`src/rtl/pasb_pkg.sv`:
```
`default_nettype none
package pasb_pkg;
	localparam int COORD_W = 24;
	localparam int DIFF_W = 25;
	localparam int INDEX_W = 20;
	localparam int SECTOR_W = 8;
	localparam int DIST_W = 25;
	localparam int COUNT_W = 9;
	localparam int CORDIC_STEPS = 30;
	localparam int CW = 60;
	localparam int SQ_W = 52;
	localparam int SQRT_STEPS = 26;
	localparam int MAX_SECTORS_DEF = 256;
	localparam int AFB_DEF = 16;
	localparam int QUEUE_DEPTH = 4;

	localparam logic [1:0] REG_ORIGIN_X = 2'd0;
	localparam logic [1:0] REG_ORIGIN_Y = 2'd1;
	localparam logic [1:0] REG_ORIGIN_Z = 2'd2;
	localparam logic [1:0] REG_SECTOR_COUNT = 2'd3;

	function automatic logic [31:0] atan_turn(input int i);
		logic [31:0] t;
		unique case (i)
			0: t = 32'h20000000; 1: t = 32'h12E4051E; 2: t = 32'h09FB385B;
			3: t = 32'h051111D4; 4: t = 32'h028B0D43; 5: t = 32'h0145D7E1;
			6: t = 32'h00A2F61E; 7: t = 32'h00517C55; 8: t = 32'h0028BE53;
			9: t = 32'h00145F2F; 10: t = 32'h000A2F98; 11: t = 32'h000517CC;
			12: t = 32'h00028BE6; 13: t = 32'h000145F3; 14: t = 32'h0000A2FA;
			15: t = 32'h0000517D; 16: t = 32'h000028BE; 17: t = 32'h0000145F;
			18: t = 32'h00000A30; 19: t = 32'h00000518; 20: t = 32'h0000028C;
			21: t = 32'h00000146; 22: t = 32'h000000A3; 23: t = 32'h00000051;
			24: t = 32'h00000029; 25: t = 32'h00000014; 26: t = 32'h0000000A;
			27: t = 32'h00000005; 28: t = 32'h00000003; 29: t = 32'h00000001;
			default: t = 32'h0;
		endcase
		return t;
	endfunction

	typedef struct packed {
		logic [INDEX_W-1:0] idx;
		logic signed [DIFF_W-1:0] dx;
		logic signed [DIFF_W-1:0] dy;
		logic signed [DIFF_W-1:0] dz;
		logic [COUNT_W+3:0] count;
	} pasb_item_t;

	typedef struct packed {
		logic [INDEX_W-1:0] idx;
		logic [SECTOR_W-1:0] sector;
		logic [DIST_W-1:0] distance;
		logic signed [DIFF_W-1:0] elev;
	} pasb_result_t;

	typedef struct packed {
		logic push;
		logic full;
	} pasb_queue_ctl_t;
endpackage
`default_nettype wire

```
`src/rtl/pasb_queue.sv`:
```
`default_nettype none
module pasb_queue (
	input wire logic clk,
	input wire logic arst_n,
	input wire pasb_pkg::pasb_queue_ctl_t ctl_in,
	output pasb_pkg::pasb_queue_ctl_t ctl_out,
	input wire pasb_pkg::pasb_item_t wr_item,
	output logic rd_valid,
	input wire logic rd_pop,
	output pasb_pkg::pasb_item_t rd_item
);
	import pasb_pkg::*;
	localparam int AW = $clog2(QUEUE_DEPTH);
	pasb_item_t mem_q [QUEUE_DEPTH];
	logic [AW-1:0] wp_q, rp_q;
	logic [AW:0] n_q;
	logic push, pop;

	assign push = ctl_in.push;
	assign pop = rd_pop && rd_valid;
	assign rd_valid = n_q != '0;
	assign rd_item = mem_q[rp_q];
	assign ctl_out.full = n_q == (AW+1)'(QUEUE_DEPTH);
	assign ctl_out.push = 1'b0;

	always_ff @(posedge clk) if (push) mem_q[wp_q] <= wr_item;

	always_ff @(posedge clk or negedge arst_n) begin
		if (!arst_n) begin
			wp_q <= '0; rp_q <= '0; n_q <= '0;
		end else begin
			if (push) wp_q <= wp_q + 1'b1;
			if (pop) rp_q <= rp_q + 1'b1;
			n_q <= n_q + (AW+1)'(push) - (AW+1)'(pop);
		end
	end
endmodule
`default_nettype wire

```
`config.mk`:
```
export PLATFORM = sky130hd
export DESIGN_NAME = pasb_queue
export DESIGN_NICKNAME = d
export VERILOG_FILES = /design/src/rtl/pasb_pkg.sv /design/src/rtl/pasb_queue.sv
export SDC_FILE = /design/constraint.sdc
export NUM_CORES = 1
export LEC_CHECK = 0
export ABC_AREA = 1
export BUFFER_PORTS_ARGS = -buffer_cell sky130_fd_sc_hd__buf_2
export CAP_MARGIN = 25
export CORE_MARGIN = 1.5
export CORE_UTILIZATION = 23
export CTS_CLUSTER_SIZE = 40
export DETAILED_ROUTE_END_ITERATION = 7
export GPL_TIMING_DRIVEN = 0
export SLEW_MARGIN = 0
export SYNTH_ARGS = -nofsm -noshare
export SYNTH_HDL_FRONTEND = slang
export SYNTH_SLANG_ARGS = --single-unit
```
`constraint.sdc`:
```
create_clock -name clk -period 4.15 [get_ports clk]
set_input_delay 0.415 -clock clk [delete_from_list [all_inputs] [get_ports clk]]
set_output_delay 0.415 -clock clk [all_outputs]
set_load 0.02 [all_outputs]
```
* After elaboration in Yosys (flattened, before gate mapping)
Memories as Yosys holds them, arrays and structs flattened.
Cells that the tools add are included.
** Cells by class
- $add $sub $neg :: 4
- Eq/ne operators :: 1
- Muxes and demuxes :: 2
- Reduce and logical (&&, ||, !) cells :: 2
** Operator list (number)
- $add A2 B1 Y2 const B :: 2
- $add A3 B1 Y3 :: 1
- $eq A3 B3 Y1 const B :: 1
- $reduce_bool A3 Y1 :: 1
- $sub A3 B1 Y3 :: 1
- $mux W1 :: 2
- $logic_and A1 B1 Y1 :: 1
** Word-level totals
- Bits in registers :: 7
- Memory bits (writable) :: 432
- Bits of input ports :: 113
- Output and inout port bits :: 111
- Logic and storage cells :: 13
- Memories kept :: 1
** Memories
- mem_q :: depth 4, width 108, read ports 1, clocked after Yosys merged registers in 0, wr ports 1, RTL line pasb_queue.sv:14 : pasb_item_t mem_q [QUEUE_DEPTH];

* Logic depth before layout (Yosys ltp)
- Depth after elaboration :: 3
- Depth in mapped cells :: 11

* Worst setup path before layout
Ideal clock, no wire load.
- Path kind :: input-to-reg
- Start :: input port ctl_in[1] (netlist bit)
- End :: memory mem_q[1][0] (netlist bit) (enable)
- Setup time :: 462 ps
- Data arrival time :: 2796 ps
- Setup slack :: 892 ps
- Stages :: 3
- Path buffers :: 1
- Cell sequence :: clkbuf_1 -> nand2_1 -> inv_1
** Between the ends
- Longest elaborated chain between the ends :: 2
** Ends and longest elaborated chain
- from (decl) :: RTL line pasb_queue.sv:5 : input wire pasb_pkg::pasb_queue_ctl_t ctl_in,
- $mux W1 :: RTL line pasb_queue.sv:26 : always_ff @(posedge clk) if (push) mem_q[wp_q] <= wr_item;
- $mux W1 (not written as such) :: RTL line pasb_queue.sv:26
- to (decl) :: RTL line pasb_queue.sv:14
Every way passes these cells.

==> impl_metrics.csv <==
group,metric,value,unit
drt,ant_nets,0,
sta,relSlewSlack,52.3,%
power,total_power,16.2,mW
clock_network,cts_resized,0,
final_layout,drive_gt1_share,18.9,%
sta,worst_pin_slew,716,ps
yosys,synth_area_leaders,"edfxtp_1 75%, nand2_1 7.4%, o21ai_0 4.8%",
placement,pre_cts_slack,1300,ps
sta,tns,0,ps
power,p_int,9.87,mW
grt,grt.overflow.total,0,
drt,drt_iter0_drc,728,
sta,worst_slack,820,ps
sta,grt_setup_unrepaired,"no",
floorplan,start_util,23.3,%
critical_path,crit_path_end,"rd_item[105]",
power,switchingPower,6.35,mW
final_layout,syn2layout_area_growth,22.8,%
grt,grt_max_degree,63,
yosys,avgSynthCellArea,12.2,sq um
grt,grt_pass1_vias,11500,
floorplan,die_y,278,um
power,netSwitchingFraction,39.2,%
yosys,seq_area_frac_synth,75.8,%
critical_path,r2r_setup_slack,1980,ps
power,power_leakage,8.31,nW
yosys,synth.largest_area_cell,"edfxtp_1",
sta,fmax,300,MHz
yosys,syn_inst,1422,
floorplan,rows,100,
placement,gp_congestion,0.753,
clock_network,cts.sinks,439,
sta,whs,62.1,ps
clock_network,clk_path_buf_depth,3,
floorplan,core,0.0746,sq mm
critical_path,criticalPathCategory,"reg -> out",
power,clock_power_share,25.0,%
power,p_comb_share,38.1,%
critical_path,critPathLaunchType,"register",
grt,track_usage,11.9,%
sta,min_period,3330,ps
yosys,syn-cell-area,0.0173,sq mm
drt,drcViolationCount,0,
min_path,min_path_type,"in -> reg",
critical_path,reg2regPathDepth,11,
critical_path,cp.required,3730,ps
power,ir_drop,0.808,mV
sta,fin_crit_sh,80.2,%
yosys,yosys.area.top_type_share,74.8,%
power,p_seq_share,36.8,%
yosys,yosysMostFrequentCell,"edfxtp_1",
clock_network,cts_root_buffer,"clkbuf_16",
critical_path,r2r_end,"n_q[2]",
grt,antenna_found_initial,14,
flow_run,drv_cap,0,
clock_network,post_cts_buffers,0,
grt,grt_pass1_wl,69300,um
critical_path,crit_arrival,2910,ps
critical_path,timing.rr.start,"n_q[1]",
critical_path,critPathCaptureType,"output pin",
floorplan,die-area,0.0770,sq mm
sta,finClkSkew,11.3,ps
clock_network,clk_latency,560,ps
yosys,synthSimpleGateAreaFrac,12.1,%
final_layout,finish.utilization,28.6,%
yosys,synth_common_cells,"432 x edfxtp_1, 340 x nand2_1, 217 x nor2_1",
yosys,synthAdderAreaFrac,0.548,%
drt,first_pass_iters,5,
sta,setup_viol,0,
yosys,ys_types,21,
critical_path,crit_path_start,"rp_q[1]",
clock_network,cts_tree,"done",
yosys,ys_warn_count,0,
critical_path,cp_max_fo,10,
drt,wl_per_cell,17.0,um
clock_network,path_clk_slew,60,ps
yosys,synth_xor_area_share,0.152,%
clock_network,cts_made_buffers,49,
yosys,async_reset_ff_share,1.59,%
yosys,yosys-mux-area-fraction,0,%
drt,vias,11200,
outcome,status,"complete, no violations",
yosys,ys_ff_latch,439,
yosys,synth_compound_area_share,6.26,%
floorplan,die_w,278,um
sta,slew_viol_final,0,
floorplan,pin_count,224,
yosys,synth_top_family_by_area,"simple AND/OR/NAND/NOR gates",
yosys,synth_nets,1542,
clock_network,cts-htree-levels,2,
drt,drt-total-wl,46100,um
placement,place.port_buffers,221,
sta,finalHoldViolCount,0,
drt,via_per_inst,4.13,
final_layout,final_nets,1819,
yosys,synth_edf_count,432,
placement,dpl.hpwl,28900,um
power,p_per_area,762,mW/mm^2
yosys,synth_flop_cell,"edfxtp_1",
-- placed cells by master, fill, tap and decap left out, drive strengths merged --
master | Yosys | routed
xnor2 | 1 | 1
dlygate4sd3 | 0 | 1
inv | 123 | 126
edfxtp | 432 | 432
diode | 0 | 4
clkinv | 0 | 21
dfrtp | 7 | 7
buf | 47 | 272
xor2 | 2 | 2
nand3 | 2 | 2
nor3 | 1 | 1
clkbuf | 25 | 85
fa | 1 | 1
bufinv | 0 | 3
nor2 | 217 | 217
nand2 | 340 | 340
o21ai | 217 | 217
conb | 1 | 1
ha | 6 | 6
-- metrics by stage --
| step | area, sq um | cells |
|---|---|---|
| after floorplan | 17300 | 1422 |
| after global placement | 19700 | 2612 |
| after detailed placement | 19800 | 2616 |
| after CTS | 21300 | 2704 |
| after global routing | 21300 | 2707 |
| final | 21300 | 2708 |
-- logic make-up (layout without fill, tap and decap cells) --
group                    after synthesis  count (layout)
adder cells (fa/ha/maj)                7               7
other                                  1               5
AND/OR/NAND/NOR                      560             560
AO/OA/AOI/OAI                        217             217
XOR/XNOR                               3               3
flip-flops                           439             439
buffers and inverters                195             508
-- layer usage --
metal	global-route usage, %	vias to the layer above	share of wire [%]
met5	0	-	0.22
met4	4.32	16	2.9
met3	2.63	89	5.4
met2	19.9	279	48
met1	14.9	5433	43
li1	-	5369	-
-- critical path: stages (launching register included) --
cell and delay (ps):
dfrtp_1 390, inv_2 360, buf_2 570, clkbuf_1 540, nor2_1 100, o21ai_1 100, nand2_1 110, buf_2 180
-- worst min path at each step --
stage                      startpoint  cells past startpoint            to  slack, ps
after detailed placement       arst_n                      1       wp_q[1]        260
after global routing      wr_item[37]                      1  mem_q[2][37]         20
after global placement         arst_n                      1       wp_q[1]        260
after floorplan                arst_n                      0        n_q[0]        120
final                     wr_item[14]                      1  mem_q[1][14]         60
after CTS                 wr_item[48]                      1  mem_q[2][48]         10
-- power groups by stage --
| stage | logic [mW] | registers (mW) | clock network, mW |
|---|---|---|---|
| 4_1_cts | 6.34 | 5.98 | 4.17 |
| 2_1_floorplan | 3.77 | 6.10 | 0 |
| 3_5_place_dp | 6.32 | 6.07 | 0 |
| 5_1_grt | 6.85 | 6.04 | 4.32 |
| 3_3_place_gp | 6.19 | 6.22 | 0 |
| 6_report | 6.19 | 5.98 | 4.06 |
-- what timing repair did --
item / CTS / global route
endpoints found under the setup margin: 0 / 0
endpoints found under the hold margin: 7 / 0
hold buffers: 1 / 0
-- state kept, by name, indices dropped and copies added, names as in the netlist --
| register | count |
|---|---|
| n_q | 3 |
| mem_q | 432 |
| rp_q | 2 |
| wp_q | 2 |
-- cell type report --
cell class,instances,area (sq um)
buffer,72,413
timing repair buffer,226,1230
fill,7649,53300
inverter,123,482
sequential,439,13100
clock inverter,27,213
tap,969,1210
clock buffer,60,1280
antenna,4,10.0
multi-input combinational,788,3320
No activity file was read; power rests on OpenSTA's default activity.
