===== config.mk =====
export PLATFORM = sky130hd
export DESIGN_NAME = pasb_front
export DESIGN_NICKNAME = d
export VERILOG_FILES = /design/src/rtl/pasb_pkg.sv /design/src/rtl/pasb_front.sv
export SDC_FILE = /design/constraint.sdc
export NUM_CORES = 1
export LEC_CHECK = 0
export CAP_MARGIN = 10
export CORE_UTILIZATION = 65
export CTS_CLUSTER_SIZE = 12
export DETAILED_ROUTE_END_ITERATION = 8
export DONT_BUFFER_PORTS = 1
export PLACE_DENSITY = 0.8
export SLEW_MARGIN = 10
export SYNTH_ARGS = -nofsm -noshare
export SYNTH_HDL_FRONTEND = slang
export SYNTH_SLANG_ARGS = --single-unit

===== constraint.sdc =====
create_clock -name clk -period 6.84 [get_ports clk]
set_input_delay 1.368 -clock clk [delete_from_list [all_inputs] [get_ports clk]]
set_output_delay 1.368 -clock clk [all_outputs]
set_load 0.02 [all_outputs]

===== src/rtl/pasb_pkg.sv =====
`default_nettype none
package pasb_pkg;
	localparam int COORD_W = 24;
	localparam int DIFF_W = 25;
	localparam int INDEX_W = 20;
	localparam int SECTOR_W = 8;
	localparam int DIST_W = 25;
	localparam int COUNT_W = 9;
	localparam int CORDIC_STEPS = 30;
	localparam int CW = 60;
	localparam int SQ_W = 52;
	localparam int SQRT_STEPS = 26;
	localparam int MAX_SECTORS_DEF = 256;
	localparam int AFB_DEF = 16;
	localparam int QUEUE_DEPTH = 4;

	localparam logic [1:0] REG_ORIGIN_X = 2'd0;
	localparam logic [1:0] REG_ORIGIN_Y = 2'd1;
	localparam logic [1:0] REG_ORIGIN_Z = 2'd2;
	localparam logic [1:0] REG_SECTOR_COUNT = 2'd3;

	function automatic logic [31:0] atan_turn(input int i);
		logic [31:0] t;
		unique case (i)
			0: t = 32'h20000000; 1: t = 32'h12E4051E; 2: t = 32'h09FB385B;
			3: t = 32'h051111D4; 4: t = 32'h028B0D43; 5: t = 32'h0145D7E1;
			6: t = 32'h00A2F61E; 7: t = 32'h00517C55; 8: t = 32'h0028BE53;
			9: t = 32'h00145F2F; 10: t = 32'h000A2F98; 11: t = 32'h000517CC;
			12: t = 32'h00028BE6; 13: t = 32'h000145F3; 14: t = 32'h0000A2FA;
			15: t = 32'h0000517D; 16: t = 32'h000028BE; 17: t = 32'h0000145F;
			18: t = 32'h00000A30; 19: t = 32'h00000518; 20: t = 32'h0000028C;
			21: t = 32'h00000146; 22: t = 32'h000000A3; 23: t = 32'h00000051;
			24: t = 32'h00000029; 25: t = 32'h00000014; 26: t = 32'h0000000A;
			27: t = 32'h00000005; 28: t = 32'h00000003; 29: t = 32'h00000001;
			default: t = 32'h0;
		endcase
		return t;
	endfunction

	typedef struct packed {
		logic [INDEX_W-1:0] idx;
		logic signed [DIFF_W-1:0] dx;
		logic signed [DIFF_W-1:0] dy;
		logic signed [DIFF_W-1:0] dz;
		logic [COUNT_W+3:0] count;
	} pasb_item_t;

	typedef struct packed {
		logic [INDEX_W-1:0] idx;
		logic [SECTOR_W-1:0] sector;
		logic [DIST_W-1:0] distance;
		logic signed [DIFF_W-1:0] elev;
	} pasb_result_t;

	typedef struct packed {
		logic push;
		logic full;
	} pasb_queue_ctl_t;
endpackage
`default_nettype wire


===== src/rtl/pasb_front.sv =====
`default_nettype none
module pasb_front #(
	parameter int MAX_SECTORS = pasb_pkg::MAX_SECTORS_DEF
) (
	input wire logic clk,
	input wire logic arst_n,
	input wire logic cfg_we,
	input wire logic [1:0] cfg_index,
	input wire logic [pasb_pkg::COORD_W-1:0] cfg_data,
	input wire logic in_valid,
	output logic in_ready,
	input wire logic [pasb_pkg::INDEX_W-1:0] in_idx,
	input wire logic [pasb_pkg::COORD_W-1:0] in_x,
	input wire logic [pasb_pkg::COORD_W-1:0] in_y,
	input wire logic [pasb_pkg::COORD_W-1:0] in_z,
	input wire pasb_pkg::pasb_queue_ctl_t qctl_in,
	output pasb_pkg::pasb_queue_ctl_t qctl_out,
	output pasb_pkg::pasb_item_t item
);
	import pasb_pkg::*;
	logic signed [COORD_W-1:0] ox_q, oy_q, oz_q;
	logic [COUNT_W-1:0] cnt_q;
	logic [COUNT_W+3:0] cnt_eff;

	always_ff @(posedge clk or negedge arst_n) begin
		if (!arst_n) begin
			ox_q <= '0; oy_q <= '0; oz_q <= '0;
			cnt_q <= COUNT_W'(8);
		end else if (cfg_we) begin
			unique case (cfg_index)
				REG_ORIGIN_X: ox_q <= cfg_data;
				REG_ORIGIN_Y: oy_q <= cfg_data;
				REG_ORIGIN_Z: oz_q <= cfg_data;
				REG_SECTOR_COUNT: cnt_q <= cfg_data[COUNT_W-1:0];
				default: ;
			endcase
		end
	end

	always_comb begin
		if (cnt_q == '0) cnt_eff = (COUNT_W+4)'(1);
		else if ({4'b0, cnt_q} > (COUNT_W+4)'(MAX_SECTORS)) cnt_eff = (COUNT_W+4)'(MAX_SECTORS);
		else cnt_eff = {4'b0, cnt_q};
	end

	assign in_ready = !qctl_in.full;
	assign qctl_out.push = in_valid && in_ready;
	assign qctl_out.full = 1'b0;
	assign item.idx = in_idx;
	assign item.dx = DIFF_W'($signed(in_x)) - DIFF_W'(ox_q);
	assign item.dy = DIFF_W'($signed(in_y)) - DIFF_W'(oy_q);
	assign item.dz = DIFF_W'($signed(in_z)) - DIFF_W'(oz_q);
	assign item.count = cnt_eff;
endmodule
`default_nettype wire


# --- Word level (Yosys, flattened, before mapping) ---
# Index checks and enable logic that the tools add are counted.
op_classes:
  n_addsub: 3
  order_cmp: 1
  n_eq_ne: 3
  muxes: 2
  n_reduce_logical: 8
ops:
  columns: ["operator", "n"]
  rows:
  - ["$sub 24x24->25", 3]
  - ["$mux 9", 2]
  - ["$gt 9x9->1 const B", 1]
  - ["$logic_not 9->1", 1]
  - ["$reduce_and 2->1", 4]
  - ["$eq 2x2->1 const B", 2]
  - ["$eq 2x1->1 const B", 1]
  - ["$logic_not 2->1", 1]
  - ["$logic_and 1x1->1", 1]
  - ["$logic_not 1->1", 1]
totals:
  reg_bits: 81
  inputBits: 124
  elab_cells: 21

# --- Longest topological paths before layout ---
# Gate-level depths: netlist (run 1).
logic_depth:
  ltp_word: 3
  mapped_depth: 10
  mapped_depth_nobuf: 10

# --- Worst setup path before layout (run 1) ---
# Ideal clock, no wire load.
synth_path:
  kind: "input to output"
  startpoint: "input in_x[0] (netlist name)"
  endpoint: "output item[73] (netlist name)"
  arrival_time_ps: 3552
  required_time_ps: 5472
  path_slack_ps: 1920
  path_stages: 9
  path_buffers: 0
  cell_sequence: "inv_1 ha_1 fa_1 nand2b_1 a21oi_2 o21ai_2 a21boi_0 o21ai_0 o311ai_0"
synth_lines:
  columns: ["element", "line", "source"]
  rows:
  - ["start, declared", "pasb_front.sv:13", "input wire logic [pasb_pkg::COORD_W-1:0] in_x,"]
  - ["end, declared", "pasb_front.sv:18", "output pasb_pkg::pasb_item_t item"]

==> impl_metrics.py, run 1 <==
metrics = {
    "status": {
        "outcome": "completed",
    },
    "clock_tree": {
        "cts-buffers-inserted": 9,
        "htree_levels": 3,
        "cts_setup_buffers": 0,
        "cts_num_sinks": 81,
        "cts_tree": "built",
        "clockBufferDepth": 2,
        "path_clk_slew_ns": 0.07,
        "cts-root-buf": "clkbuf_8",
        "cts-hold-fix-buffers": 0,
        "clock_latency_ns": 0.35,
        "cts_resized": 0,
    },
    "timing": {
        "finalSetupViolations": 0,
        "max_slew_margin": 0.272,
        "period_minus_slack_ns": 5.18,
        "tightest_slew_ns": 1.08,
        "hold_viol_final": 0,
        "max_freq_mhz": 193,
        "finalCritPeriodShare": 0.757,
        "slew_violations": 0,
        "setup-tns-final_ns": 0,
        "rsz0062_at_grt": "false",
        "finClkSkew_ns": 0,
    },
    "global_route": {
        "antenna_found_initial": 0,
        "gr-total-overflow": 0,
        "grt_pass1_vias": 5695,
        "grt_pass1_wl_um": 26900,
        "grt.total_usage": 0.297,
        "grt_max_degree": 82,
    },
    "cells_and_area": {
        "n_fill_cell": 880,
        "diodes": 0,
        "register_area_mm2": 0.00203,
        "fin_area_mm2": 0.00738,
        "multi_input_area_mm2": 0.00455,
        "final_net_count": 1016,
        "syn_to_final_growth_pct": 2.29,
        "drive_gt1_frac": 0.118,
    },
    "placement": {
        "hpwl_um": 14000,
        "placed_cell_area_mm2": 0.00719,
        "place.gp.congestion": 0.978,
        "portBuffers": 0,
    },
    "worst_setup_path": {
        "cp_slowest_stage_delay_ns": 0.46,
        "worst_setup_path_end_kind": "output pin",
        "crit_chain": "inv_1, ha_1, fa_1, nand2b_1, a21oi_2, o21ai_2, o211a_1, o41ai_2, mux2i_1, xnor2_1",
        "worstPathRequired_ns": 5.47,
        "startpoint_type": "input port",
        "critPathSlowestCell": "o41ai_2",
        "critical_path_class": "in2out",
        "worst-path-buf-inv": 1,
        "cp.arrival_ns": 3.81,
        "cp_top_family": "compound AO/OA/AOI/OAI gates",
        "cp_max_fo": 3,
    },
    "yosys": {
        "synth_cells": 841,
        "synth_warnings": 0,
        "yosys-top-cells-area": "dfrtp_1, ha_1, mux2_2",
        "synth_edf_count": 0,
        "avgSynthCellArea_um2": 8.58,
        "synth_top_area_share": 0.277,
        "ys_ff_latch": 81,
        "synth_commonest_cells": "inv_1, dfrtp_1, ha_1",
        "seq_area_frac_synth": 0.281,
        "ys.flop_type": "dfrtp_1",
        "yosysMostFrequentCell": "inv_1",
        "synth_cell_types": 66,
        "yosysTopAreaCell": "dfrtp_1",
        "async_flop_share": 1.00,
        "synth_area_mm2": 0.00722,
    },
    "min_path": {
        "hold_path_class": "reg2reg",
    },
    "drt": {
        "drcViolationCount": 0,
        "avgRoutedWirePerCell_um": 17.8,
        "dr.pass1.iters": 5,
        "drtIter0Drc": 579,
        "ant_nets": 0,
        "vias_per_cell": 6.16,
        "drt-total-wl_um": 17100,
        "vias": 5927,
    },
    "power": {
        "leakage_uw": 0.00354,
        "power.density_mw_per_mm2": 310,
        "peakVddDrop_uv": 154,
    },
    "floorplanning": {
        "die_w_um": 107,
        "rows": 38,
        "fp.coreArea_mm2": 0.0108,
        "fp.dieH_um": 107,
        "start_util": 0.666,
        "ios": 235,
        "dieArea_mm2": 0.0115,
    },
    "job": {
        "cap_viol_max_count": 0,
    },
}
cells in the final DEF, fill, tap and decap left out, drive strengths merged, types with 3 or more instances in the layout:
cell type	count
dfrtp	80
conb	5
a311oi	4
xor2	20
a21o	27
and3	5
o21ai	53
xnor2	41
o41ai	5
clkinv	4
nand2	71
a211oi	4
nand3	16
nor2	42
o21bai	8
o31a	4
or3	4
fa	3
mux2	58
nand4	7
o31ai	4
o21a	6
clkbuf	10
ha	72
buf	5
inv	105
nor2b	19
nor3	13
o2111ai	5
and2	4
a31oi	7
a21oi	65
a21boi	4
o211a	3
nand2b	8
state kept, by name (all words and copies together) (netlist names):
signal and count:
oz_q 24, ox_q 24, oy_q 24, cnt_q 9
kinds of logic after synthesis:
kind of cell | after synthesis | share of synthesized area
AOI/OAI and AO/OA | 217 | 0.199
and+or+nand+nor | 197 | 0.128
buffers and inverters | 149 | 0.0910
DFF | 81 | 0.281
adders and majority gates | 75 | 0.133
xor gates and xnor gates | 61 | 0.0740
muxes | 60 | 0.0932
other | 1 | 0.000519
cell type report:
| cell class | count | share of cell area |
|---|---|---|
| Clock buffer | 10 | 0.0186 |
| Clock inverter | 6 | 0.00779 |
| Sequential cell | 81 | 0.275 |
| Timing Repair Buffer | 5 | 0.00508 |
| Tap cell | 140 | 0.0237 |
| Inverter | 105 | 0.0534 |
| Multi-Input combinational cell | 615 | 0.617 |
report_power, final:
group | internal [uW] | switching (uW)
Clock | 176 | 164
Sequential | 567 | 56.0
Combinational | 447 | 876
Total | 1190 | 1100
worst paths after layout:
path,start,to,slack [ns],depth (start not counted)
worst max-delay path,in_x[0],item[85],1.66,10
max in group asynchronous,arst_n,cnt_q[3],5.97,0
worst min-delay path,oz_q[21],oz_q[21],0.51,1
min in group asynchronous,arst_n,ox_q[1],0.70,0
worst min register to register,oz_q[21],oz_q[21],0.51,1
worst max register to register,cnt_q[8],cnt_q[8],5.84,1
routing by layer:
metal	GRT usage	share of wire	wire length (um)	vias up
met2	0.498	0.47	8100	270
met4	0.111	0.028	473	0
met3	0.0672	0.082	1400	50
li1	-	-	-	2851
met5	0	0	0	-
met1	0.372	0.42	7150	2756
per-stage QoR:
stage	hold slack (ns)	utilization	instances	power, uW	worst slack, ns
6_report	0.508	0.681	962	2290	1.66
5_1_grt	0.522	0.681	962	2430	1.49
4_1_cts	0.511	0.681	962	2280	1.65
3_5_place_dp	0.493	0.663	946	1940	1.67
3_3_place_gp	0.488	0.663	946	1890	1.74
2_1_floorplan	0.479	-	845	1750	1.92
(Power assumes the default switching activity.)
==> run 2, diff against run 1 <==
--- a/config.mk
+++ b/config.mk
@@ -5,12 +5,13 @@
 export SDC_FILE = /design/constraint.sdc
 export NUM_CORES = 1
 export LEC_CHECK = 0
+export ABC_AREA = 1
 export CAP_MARGIN = 10
-export CORE_UTILIZATION = 65
+export CORE_UTILIZATION = 60
 export CTS_CLUSTER_SIZE = 12
 export DETAILED_ROUTE_END_ITERATION = 8
 export DONT_BUFFER_PORTS = 1
-export PLACE_DENSITY = 0.8
+export PLACE_DENSITY = 0.78
 export SLEW_MARGIN = 10
 export SYNTH_ARGS = -nofsm -noshare
 export SYNTH_HDL_FRONTEND = slang
==> constraint.sdc (replaced) <==
create_clock -name clk -period 4.3 [get_ports clk]
set_input_delay 0.86 -clock clk [delete_from_list [all_inputs] [get_ports clk]]
set_output_delay 0.86 -clock clk [all_outputs]
set_load 0.02 [all_outputs]
==> impl_metrics.py, run 2 <==
metrics = {
    "drt": {
        "drt-total-wl_um": 22400,
        "avgRoutedWirePerCell_um": 13.0,
        "ant_nets": 0,
        "dr.pass1.iters": 5,
        "drtIter0Drc": 705,
        "vias_per_cell": 4.99,
        "drcViolationCount": 0,
        "vias": 8594,
    },
    "cells_and_area": {
        "diodes": 0,
        "syn_to_final_growth_pct": 3.39,
        "layout_commonest_cell": "nand2_1",
        "final_net_count": 1732,
        "drive_gt1_frac": 0.0215,
        "final_cell_mix": "nand2_1, inv_1, nor2_1",
        "n_fill_cell": 1453,
        "reg_top3": "ox_q: 24 flops, oy_q: 24 flops, oz_q: 24 flops",
        "fin_area_mm2": 0.00920,
    },
    "worst_setup_path": {
        "startpoint_type": "input port",
        "rr_worst_depth": 2,
        "cp_slowest_stage_delay_ns": 0.41,
        "crit_chain": "inv_1, ha_1, fa_1, inv_1, nand2_1, nand2_1, nand3_1, nand2_1, nand2_1, nand2_1, xor2_1",
        "cp.arrival_ns": 2.57,
        "cp_max_fo": 4,
        "critPathSlowestCell": "fa_1",
        "worstPathRequired_ns": 3.44,
        "critical_path_class": "in2out",
        "startpoint": "in_x[0]",
        "r2r_slack_ns": 3.45,
        "reg2reg_to": "cnt_q[8]",
        "rr_startpoint": "cnt_q[8]",
        "worst_setup_path_end_kind": "output pin",
        "cpMostUsedCell": "nand2_1",
    },
    "power": {
        "leakage_uw": 0.00579,
        "peakVddDrop_uv": 237,
        "p_int_uw": 1930,
        "pwr-share-seq": 0.252,
        "power.density_mw_per_mm2": 416,
        "power_uw": 3830,
        "clock_power_share": 0.197,
        "p_sw_frac": 0.497,
        "power.switching_uw": 1900,
        "combPwrFrac": 0.551,
    },
    "timing": {
        "finalCritPeriodShare": 0.797,
        "max_slew_margin": 0.613,
        "setup-tns-final_ns": 0,
        "rsz0062_at_grt": "false",
        "finalSetupViolations": 0,
        "slew_violations": 0,
        "max_freq_mhz": 292,
        "finClkSkew_ns": 0,
        "tightest_slew_ns": 0.577,
        "period_minus_slack_ns": 3.43,
        "hold_viol_final": 0,
    },
    "placement": {
        "place.gp.congestion": 0.904,
        "portBuffers": 0,
        "hpwl_um": 18900,
        "placed_cell_area_mm2": 0.00890,
    },
    "clock_tree": {
        "clockBufferDepth": 2,
        "cts_resized": 0,
        "cts-buffers-inserted": 9,
        "cts_tree": "built",
        "htree_levels": 3,
        "cts-root-buf": "clkbuf_16",
        "cts_num_sinks": 81,
        "clock_latency_ns": 0.33,
        "path_clk_slew_ns": 0.06,
        "cts_setup_buffers": 0,
        "cts-hold-fix-buffers": 0,
    },
    "yosys": {
        "synth_edf_count": 0,
        "yosysTopAreaCell": "nand2_1",
        "avgSynthCellArea_um2": 5.72,
        "yosysMostFrequentCell": "nand2_1",
        "synth_warnings": 0,
        "synth_commonest_cells": "nand2_1, inv_1, nor2_1",
        "synth_area_mm2": 0.00890,
        "yosys-top-cells-area": "nand2_1, dfrtp_1, inv_1",
        "synth_cells": 1557,
        "synth_cell_types": 23,
        "async_flop_share": 1.00,
        "seq_area_frac_synth": 0.228,
        "ys.flop_type": "dfrtp_1",
        "ys_ff_latch": 81,
        "synth_top_area_share": 0.257,
    },
    "floorplanning": {
        "start_util": 0.615,
        "rows": 44,
        "ios": 235,
        "fp.coreArea_mm2": 0.0145,
        "dieArea_mm2": 0.0153,
        "die_w_um": 124,
        "fp.dieH_um": 124,
    },
    "min_path": {
        "hold_path_class": "in2async",
    },
    "global_route": {
        "grt_max_degree": 82,
        "gr-total-overflow": 0,
        "grt_pass1_wl_um": 35800,
        "grt.total_usage": 0.300,
        "antenna_found_initial": 0,
        "grt_pass1_vias": 7779,
    },
    "job": {
        "cap_viol_max_count": 0,
    },
    "status": {
        "outcome": "completed",
    },
}
-- run 2: through the flow --
step,hold WS (ns),util,setup WS (ns),cells
floorplan,0.453,-,1.09,1561
global placement,0.467,0.615,0.910,1706
detailed placement,0.473,0.615,0.874,1706
CTS,0.211,0.635,0.871,1722
global route,0.205,0.635,0.672,1722
finish,0.220,0.635,0.872,1722
-- run 2: logic make-up after synthesis --
kind of cell	count (synthesis)	share of synthesized area
DFF	81	0.228
buffers and inverters	420	0.189
other	1	0.000421
adders and majority gates	75	0.108
AOI/OAI and AO/OA	120	0.0675
and+or+nand+nor	821	0.369
xor gates and xnor gates	39	0.0384
-- run 2: final cells by class --
cell class	instances	area, um2	area share
clock inverters	6	67.6	0.00734
clock buffers	10	229	0.0249
repair buffers	3	22.5	0.00245
multi-input cells	1060	5200	0.566
inverters	378	1420	0.154
flip-flops and latches	81	2030	0.220
well taps	184	230	0.0250
-- run 2: metal layers --
metal	GRT usage	vias to the layer above	part of all wire
li1	-	4547	-
met1	0.403	3784	0.46
met2	0.501	239	0.46
met3	0.0517	24	0.069
met4	0.0693	0	0.013
met5	0	-	0
-- run 2: worst max path at each step --
| stage | cells past startpoint | to | slack, ns |
|---|---|---|---|
| 6_report | 11 | item[79] | 0.87 |
| 5_1_grt | 11 | item[50] | 0.67 |
| 4_1_cts | 11 | item[79] | 0.87 |
| 3_5_place_dp | 11 | item[79] | 0.87 |
| 3_3_place_gp | 11 | item[79] | 0.91 |
| 2_1_floorplan | 11 | item[75] | 1.09 |
-- run 2: power by group through the flow --
stage / clock [uW] / sequential, uW / combinational, uW
final: 756 / 964 / 2110
after global placement: 0 / 970 / 2060
after CTS: 767 / 963 / 2100
after detailed placement: 0 / 973 / 2090
after floorplan: 0 / 948 / 1770
after global routing: 804 / 979 / 2390
-- run 2: worst max-delay path, delay by kind of cell --
family                     cells  cell delay (ns)
and+or+nand+nor                6             0.52
buffers and inverters          2             0.14
adders and majority gates      2             0.65
xor gates and xnor gates       1             0.39
